[config.mk]
export PLATFORM = sky130hd
export DESIGN_NAME = key_value_table_unit
export DESIGN_NICKNAME = d
export VERILOG_FILES = /design/src/rtl/kvt_pkg.sv /design/src/rtl/key_value_table_unit.sv /design/src/rtl/kvt_cell.sv
export SDC_FILE = /design/constraint.sdc
export NUM_CORES = 2
export LEC_CHECK = 0
export BUFFER_PORTS_ARGS = -buffer_cell sky130_fd_sc_hd__buf_2
export CAP_MARGIN = 10
export CORE_MARGIN = 2
export CORE_UTILIZATION = 40
export DETAILED_ROUTE_END_ITERATION = 8
export RECOVER_POWER = 50
export SLEW_MARGIN = 20
export SYNTH_ARGS = -nofsm -noshare
export SYNTH_HDL_FRONTEND = slang
export SYNTH_SLANG_ARGS = --single-unit
[constraint.sdc]
create_clock -name i_clk -period 7.37 [get_ports i_clk]
set_clock_uncertainty 0.2 [all_clocks]
set_input_delay 0.3685 -clock i_clk [delete_from_list [all_inputs] [get_ports i_clk]]
set_output_delay 0.3685 -clock i_clk [all_outputs]
set_load 0.05 [all_outputs]
[src/rtl/kvt_pkg.sv]
// Shared types and constants of the key/value table.
package kvt_pkg;

    localparam int ENTRIES_DEF     = 16;
    localparam int KEY_WIDTH_DEF   = 32;
    localparam int VALUE_WIDTH_DEF = 32;

    // Stream field widths and positions
    localparam int ACTION_W    = 2;
    localparam int KEY_IN_W    = 32;
    localparam int VALUE_IN_W  = 32;
    localparam int STATUS_W    = 3;
    localparam int VALUE_OUT_W = 32;
    localparam int IN_TDATA_W  = 72;
    localparam int OUT_TDATA_W = 40;

    localparam int IN_KEY_LSB    = ACTION_W;
    localparam int IN_VALUE_LSB  = ACTION_W + KEY_IN_W;
    localparam int IN_USED_W     = ACTION_W + KEY_IN_W + VALUE_IN_W;
    localparam int OUT_VALUE_LSB = STATUS_W;
    localparam int OUT_USED_W    = STATUS_W + VALUE_OUT_W;

    typedef enum logic [ACTION_W-1:0] {
        ACT_LOOKUP = 2'd0,
        ACT_INSERT = 2'd1,
        ACT_DELETE = 2'd2,
        ACT_CLEAR  = 2'd3
    } t_action;

    typedef enum logic [STATUS_W-1:0] {
        ST_NOT_FOUND = 3'd0,
        ST_FOUND     = 3'd1,
        ST_INSERTED  = 3'd2,
        ST_UPDATED   = 3'd3,
        ST_DELETED   = 3'd4,
        ST_FULL      = 3'd5
    } t_status;

    typedef enum logic [1:0] {
        S_IDLE = 2'd0,
        S_WALK = 2'd1,
        S_HOLD = 2'd2
    } t_state;

    // Request token that walks the cell row
    typedef struct packed {
        logic    active;
        t_action action;
        logic    hit;
        logic    free_seen;
    } t_probe;

endpackage

[src/rtl/key_value_table_unit.sv]
// Key/value table top level: stream ports, request sequencer and the row of entry cells.
// A request (lookup, insert or update, delete, clear) is a token that walks the row of
// ENTRIES cells one cell per clock; each cell compares its key, acts on a match and notes
// whether it is free. When the token leaves the last cell an insert without a match is
// written into the lowest free entry, and the result goes to the output register.
// A request walks the cell row, then a resolve step fills the result registers and
// a load moves them into the output register; the next request is taken the cycle
// after that load, so no new request is taken until the last result is registered.
// A result still waiting in the output register holds the next one back and stalls
// the input. No clearing pass is needed after reset: the valid bits clear at once.
module key_value_table_unit #(
    parameter int ENTRIES     = kvt_pkg::ENTRIES_DEF,
    parameter int KEY_WIDTH   = kvt_pkg::KEY_WIDTH_DEF,
    parameter int VALUE_WIDTH = kvt_pkg::VALUE_WIDTH_DEF
) (
    input  logic                               i_clk,
    input  logic                               i_rst_n,
    input  logic                               s_axis_tvalid,
    output logic                               s_axis_tready,
    // action[1:0], key[33:2], value_in[65:34], zero fill[71:66]
    input  logic [kvt_pkg::IN_TDATA_W-1:0]     s_axis_tdata,
    output logic                               m_axis_tvalid,
    input  logic                               m_axis_tready,
    // status[2:0], value_out[34:3], zero fill[39:35]
    output logic [kvt_pkg::OUT_TDATA_W-1:0]    m_axis_tdata
);

    localparam int IDX_W = (ENTRIES > 1) ? $clog2(ENTRIES) : 1;

    kvt_pkg::t_state                   r_state, n_state;
    kvt_pkg::t_probe                   r_inject, n_inject;
    logic [KEY_WIDTH-1:0]              r_req_key, n_req_key;
    logic [VALUE_WIDTH-1:0]            r_req_value, n_req_value;
    kvt_pkg::t_status                  r_res_status, n_res_status;
    logic [kvt_pkg::VALUE_OUT_W-1:0]   r_res_value, n_res_value;
    logic                              r_out_valid, n_out_valid;
    kvt_pkg::t_status                  r_out_status, n_out_status;
    logic [kvt_pkg::VALUE_OUT_W-1:0]   r_out_value, n_out_value;
    logic                              w_accept;
    logic                              w_wr_en;

    kvt_pkg::t_probe                   w_probe     [ENTRIES+1];
    logic [VALUE_WIDTH-1:0]            w_hit_value [ENTRIES+1];
    logic [IDX_W-1:0]                  w_free_idx  [ENTRIES+1];

    kvt_pkg::t_probe                   w_last;

    assign w_last = w_probe[ENTRIES];

    // Feed the head of the row
    assign w_probe[0]     = r_inject;
    assign w_hit_value[0] = '0;
    assign w_free_idx[0]  = '0;

    // Row of entry cells
    for (genvar g = 0; g < ENTRIES; g++) begin : g_cell
        kvt_cell #(
            .KEY_WIDTH   (KEY_WIDTH),
            .VALUE_WIDTH (VALUE_WIDTH),
            .IDX_W       (IDX_W),
            .CELL_IDX    (g)
        ) u_cell (
            .i_clk       (i_clk),
            .i_rst_n     (i_rst_n),
            .i_key       (r_req_key),
            .i_value     (r_req_value),
            .i_probe     (w_probe[g]),
            .i_hit_value (w_hit_value[g]),
            .i_free_idx  (w_free_idx[g]),
            .i_wr_en     (w_wr_en),
            .i_wr_idx    (w_free_idx[ENTRIES]),
            .o_probe     (w_probe[g+1]),
            .o_hit_value (w_hit_value[g+1]),
            .o_free_idx  (w_free_idx[g+1])
        );
    end

    // Sequence one request: accept, walk, finish, hand to the output register
    always_comb begin
        n_state      = r_state;
        n_inject     = '0;
        n_req_key    = r_req_key;
        n_req_value  = r_req_value;
        n_res_status = r_res_status;
        n_res_value  = r_res_value;
        n_out_valid  = r_out_valid && !m_axis_tready;
        n_out_status = r_out_status;
        n_out_value  = r_out_value;
        w_accept     = 1'b0;
        w_wr_en      = 1'b0;
        case (r_state)
            kvt_pkg::S_IDLE: begin
                w_accept = s_axis_tvalid;
                if (s_axis_tvalid) begin
                    n_inject.active = 1'b1;
                    n_inject.action = kvt_pkg::t_action'(s_axis_tdata[kvt_pkg::ACTION_W-1:0]);
                    n_req_key       = KEY_WIDTH'(
                        s_axis_tdata[kvt_pkg::IN_VALUE_LSB-1:kvt_pkg::IN_KEY_LSB]);
                    n_req_value     = VALUE_WIDTH'(
                        s_axis_tdata[kvt_pkg::IN_USED_W-1:kvt_pkg::IN_VALUE_LSB]);
                    n_state         = kvt_pkg::S_WALK;
                end
            end
            kvt_pkg::S_WALK: begin
                if (w_last.active) begin
                    n_res_value = '0;
                    case (w_last.action)
                        kvt_pkg::ACT_LOOKUP: begin
                            if (w_last.hit) begin
                                n_res_status = kvt_pkg::ST_FOUND;
                                n_res_value  = kvt_pkg::VALUE_OUT_W'(w_hit_value[ENTRIES]);
                            end else begin
                                n_res_status = kvt_pkg::ST_NOT_FOUND;
                            end
                        end
                        kvt_pkg::ACT_INSERT: begin
                            if (w_last.hit) begin
                                n_res_status = kvt_pkg::ST_UPDATED;
                            end else if (w_last.free_seen) begin
                                n_res_status = kvt_pkg::ST_INSERTED;
                                w_wr_en      = 1'b1;
                            end else begin
                                n_res_status = kvt_pkg::ST_FULL;
                            end
                        end
                        kvt_pkg::ACT_DELETE: begin
                            n_res_status = w_last.hit ? kvt_pkg::ST_DELETED
                                                      : kvt_pkg::ST_NOT_FOUND;
                        end
                        kvt_pkg::ACT_CLEAR: begin
                            n_res_status = kvt_pkg::ST_DELETED;
                        end
                        default: begin
                            n_res_status = kvt_pkg::ST_NOT_FOUND;
                        end
                    endcase
                    n_state = kvt_pkg::S_HOLD;
                end
            end
            kvt_pkg::S_HOLD: begin
                if (!r_out_valid || m_axis_tready) begin
                    n_out_valid  = 1'b1;
                    n_out_status = r_res_status;
                    n_out_value  = r_res_value;
                    n_state      = kvt_pkg::S_IDLE;
                end
            end
            default: begin
                n_state = kvt_pkg::S_IDLE;
            end
        endcase
    end

    // Control state
    always_ff @(posedge i_clk) begin
        if (!i_rst_n) begin
            r_state     <= kvt_pkg::S_IDLE;
            r_inject    <= '0;
            r_out_valid <= 1'b0;
        end else begin
            r_state     <= n_state;
            r_inject    <= n_inject;
            r_out_valid <= n_out_valid;
        end
    end

    // Payload
    always_ff @(posedge i_clk) begin
        r_req_key    <= n_req_key;
        r_req_value  <= n_req_value;
        r_res_status <= n_res_status;
        r_res_value  <= n_res_value;
        r_out_status <= n_out_status;
        r_out_value  <= n_out_value;
    end

    // Take no request beat while in reset
    assign s_axis_tready = i_rst_n && (w_accept || (r_state == kvt_pkg::S_IDLE));
    assign m_axis_tvalid = r_out_valid;
    assign m_axis_tdata  = {
        {(kvt_pkg::OUT_TDATA_W - kvt_pkg::OUT_USED_W){1'b0}},
        r_out_value,
        r_out_status
    };

endmodule

[src/rtl/kvt_cell.sv]
// One table entry: key, value and valid bit, with the token stage that passes it.
module kvt_cell #(
    parameter int KEY_WIDTH   = kvt_pkg::KEY_WIDTH_DEF,
    parameter int VALUE_WIDTH = kvt_pkg::VALUE_WIDTH_DEF,
    parameter int IDX_W       = 4,
    parameter int CELL_IDX    = 0
) (
    input  logic                   i_clk,
    input  logic                   i_rst_n,
    input  logic [KEY_WIDTH-1:0]   i_key,
    input  logic [VALUE_WIDTH-1:0] i_value,
    input  kvt_pkg::t_probe        i_probe,
    input  logic [VALUE_WIDTH-1:0] i_hit_value,
    input  logic [IDX_W-1:0]       i_free_idx,
    input  logic                   i_wr_en,
    input  logic [IDX_W-1:0]       i_wr_idx,
    output kvt_pkg::t_probe        o_probe,
    output logic [VALUE_WIDTH-1:0] o_hit_value,
    output logic [IDX_W-1:0]       o_free_idx
);

    localparam logic [IDX_W-1:0] MY_IDX = IDX_W'(CELL_IDX);

    logic                   r_valid, n_valid;
    logic [KEY_WIDTH-1:0]   r_key, n_key;
    logic [VALUE_WIDTH-1:0] r_value, n_value;
    kvt_pkg::t_probe        r_probe, n_probe;
    logic [VALUE_WIDTH-1:0] r_hit_value, n_hit_value;
    logic [IDX_W-1:0]       r_free_idx, n_free_idx;
    logic                   w_match;

    // Act on the passing token, then take a new entry from the write broadcast
    always_comb begin
        w_match     = r_valid && (r_key == i_key);
        n_valid     = r_valid;
        n_key       = r_key;
        n_value     = r_value;
        n_probe     = i_probe;
        n_hit_value = i_hit_value;
        n_free_idx  = i_free_idx;
        if (i_probe.active) begin
            case (i_probe.action)
                kvt_pkg::ACT_LOOKUP: begin
                    if (w_match) begin
                        n_probe.hit = 1'b1;
                        n_hit_value = r_value;
                    end
                end
                kvt_pkg::ACT_INSERT: begin
                    if (w_match) begin
                        n_probe.hit = 1'b1;
                        n_value     = i_value;
                    end
                end
                kvt_pkg::ACT_DELETE: begin
                    if (w_match) begin
                        n_probe.hit = 1'b1;
                        n_valid     = 1'b0;
                    end
                end
                kvt_pkg::ACT_CLEAR: begin
                    n_valid = 1'b0;
                end
                default: begin
                    n_valid = r_valid;
                end
            endcase
            // Record the lowest free entry seen so far
            if (!r_valid && !i_probe.free_seen) begin
                n_probe.free_seen = 1'b1;
                n_free_idx        = MY_IDX;
            end
        end
        if (i_wr_en && (i_wr_idx == MY_IDX)) begin
            n_valid = 1'b1;
            n_key   = i_key;
            n_value = i_value;
        end
    end

    // Control state
    always_ff @(posedge i_clk) begin
        if (!i_rst_n) begin
            r_valid <= 1'b0;
            r_probe <= '0;
        end else begin
            r_valid <= n_valid;
            r_probe <= n_probe;
        end
    end

    // Payload
    always_ff @(posedge i_clk) begin
        r_key       <= n_key;
        r_value     <= n_value;
        r_hit_value <= n_hit_value;
        r_free_idx  <= n_free_idx;
    end

    assign o_probe     = r_probe;
    assign o_hit_value = r_hit_value;
    assign o_free_idx  = r_free_idx;

endmodule

==> flow_summary.json <==
{
  "p_comb_share_pct": 2.2,
  "critPathRequiredTime_ns": 7.83,
  "die_y_um": 402,
  "worst_slew_pin_slew_ns": 3.09,
  "pin_count": 118,
  "clk_latency_ns": 0.79,
  "synthAdderAreaFrac_pct": 0,
  "synth_compound_area_share_pct": 1.69,
  "crit_family": "buffers and inverters",
  "crit_top_cell": "clkbuf_1",
  "cts-buffers-inserted": 181,
  "syn_to_final_growth_pct": 15.3,
  "layout_setup_ws_ns": 1.65,
  "total_power_w": 0.0204,
  "drtIter0Drc": 2305,
  "start_util_pct": 40.1,
  "clock_sinks": 1821,
  "cap_violations": 35,
  "root_buffer": "clkbuf_16",
  "drv_slew": 1074,
  "status": "finished with violations",
  "fin_crit_ns": 5.72,
  "finalSetupViolCount": 0,
  "ant_nets": 0,
  "dr.pass1.iters": 7,
  "seq_area_frac_synth_pct": 75.8,
  "synth_top_family_by_area": "multiplexers",
  "switchingPower_w": 0.00417,
  "async_reset_ff_share_pct": 0,
  "p_seq_share_pct": 53.7,
  "overflow": 0,
  "hold_violations": 0,
  "wl_per_cell_um": 21.6,
  "crit_type": "reg -> reg",
  "synth-edff-count": 1158,
  "nets": 4145,
  "grt.total_usage_pct": 16.6,
  "via_per_inst": 4.94,
  "fmax_mhz": 175,
  "p_leak_nw": 25.4,
  "yosys.cell_types.count": 74,
  "violations": "max-capacitance violations, max-slew violations",
  "switching_share_pct": 20.5,
  "synth_xor_area_share_pct": 6.15,
  "gp_congestion": 0.806,
  "post-route-period-util_pct": 77.6,
  "final_common_cell": "edfxtp_1",
  "critPathLaunchType": "flip-flop",
  "power.share.clock_pct": 44.1,
  "syn_area_per_cell_um2": 16.9,
  "vdd_drop_max_uv": 259,
  "cts_resized": 0,
  "path_cells": "clkbuf_1 -> clkbuf_1 -> xnor2_1 -> nand3_1 -> nor3_1 -> nand4_1 -> nor4b_4 -> buf_4 -> mux2_2",
  "grt_max_degree": 38,
  "p_per_area_nw_per_um2": 279,
  "slew_headroom_pct": -106,
  "antenna_found_initial": 3,
  "core_um2": 158000,
  "syn-instance-count": 3748,
  "fp-row-count": 146,
  "drc_errors": 0,
  "dieArea_um2": 162000,
  "vias": 31100,
  "place_ws_ns": 2.91,
  "place_hpwl_um": 74400,
  "setup_tns_ns": 0,
  "grt_pass1_vias": 31200,
  "synth-main-ff-cell": "edfxtp_1",
  "synth_warnings": 0,
  "cp.buffers_inverters": 3,
  "path_clk_slew_ns": 0.06,
  "p_int_w": 0.0162,
  "path_max_fanout": 32,
  "layout_common_cells": "edfxtp_1 (1,158), dfxtp_1 (663), mux2_2 (433)",
  "grt_pass1_wl_um": 200000,
  "synth-seq-cells": 1821,
  "rsz0062_at_grt": "no",
  "critPathCaptureType": "flip-flop",
  "die_width_um": 402,
  "synth.area.mux_share_pct": 8.73,
  "drive_gt1_share_pct": 21.2,
  "finalWirelength_um": 136000,
  "cp.arrival_ns": 6.18,
  "yosys.area_share.simple_pct": 5.99,
  "htreeDepth": 4,
  "cp_slowest_cell": "clkbuf_1",
  "cts_buffer_depth": 3,
  "hp-class": "in -> reg",
  "max_stage_delay_ns": 1.57,
  "tritoncts": "done",
  "synth_area_um2": 63300,
  "port-buffer-count": 106
}
## cell type report
cell class              count  area, um^2
diodes                      1        2.50
clock buffers             288        5400
clock inverters            55         523
fillers                 13600       84800
inverters                  68         255
multi-input cells        1722       14500
flip-flops and latches   1821       48000
well taps                2072        2590
repair buffers            275        1700
## power groups by stage
stage	clock, W	sequential, W	combinational [W]
after floorplan	0	0.0111	0.000244
after global placement	0	0.0112	0.000421
after detailed placement	0	0.0112	0.000424
after CTS	0.00921	0.0109	0.000455
after global routing	0.00961	0.0110	0.000478
final	0.00899	0.0109	0.000442
## synthesized netlist by cell type, types with 48 or more instances
library cell	count	area (um^2)
nor2b_1	48	300
nand2b_1	50	313
and2_1	106	663
xnor2_1	286	2500
buf_2	63	315
nand4_1	86	538
nand2_1	64	240
dfxtp_1	663	13300
nor2_1	66	248
inv_1	68	255
mux2_2	433	4880
xor2_1	157	1380
edfxtp_1	1158	34800
## flip-flops by register name (all words and copies together) (netlist names), 3 cells and up
signal / flops
g_cell.u_cell.o_hit_value: 512
r_inject: 3
g_cell.u_cell.r_valid: 16
r_out_status: 3
g_cell.u_cell.o_probe: 80
r_req_key: 32
g_cell.u_cell.r_value: 512
r_res_value: 32
r_res_status: 3
g_cell.u_cell.r_key: 512
r_req_value: 32
r_out_value: 32
g_cell.u_cell.o_free_idx: 49
## metrics by stage
step	cell area, um^2	utilization [%]	hold slack, ns	instances
2_1_floorplan	63400	-	0.192	3752
5_1_grt	73100	46.3	0.0525	6301
3_5_place_dp	66800	42.3	0.198	5887
3_3_place_gp	66800	42.3	0.196	5887
6_report	73100	46.3	0.0862	6302
4_1_cts	73400	46.5	0.0221	6301
## metal layers
| layer | GRT usage, % | part of all wire [%] | routed length [um] |
|---|---|---|---|
| met3 | 3.16 | 4.9 | 6710 |
| met1 | 22.6 | 45 | 61700 |
| met2 | 27.0 | 47 | 64100 |
| met4 | 5.36 | 2.6 | 3530 |
| met5 | 0 | 0.0081 | 11 |
## kinds of logic (layout without fill, tap and decap cells)
kind of cell    after synthesis  in the layout
compound gates              151            151
xor+xnor                    444            444
buf+inv                     209            686
flops                      1821           1821
mux                         481            481
other cells                   1              6
simple gates                641            641
## final timing paths
check                                  start                           endpoint  slack (ns)  cells past startpoint
max                             r_req_key[6]  g_cell[14].u_cell.o_hit_value[11]        1.65                      9
min                          s_axis_tdata[3]                       r_req_key[1]        0.09                      2
max reg2reg                     r_req_key[6]  g_cell[14].u_cell.o_hit_value[11]        1.65                      9
min reg2reg  g_cell[11].u_cell.o_free_idx[3]    g_cell[12].u_cell.o_free_idx[3]        0.21                      1
## timing repair
item	in CTS	in global routing
hold buffers	71	0
hold endpoints to repair	113	0
buffers inserted	0	0
No activity file was read; power rests on OpenSTA's default activity.
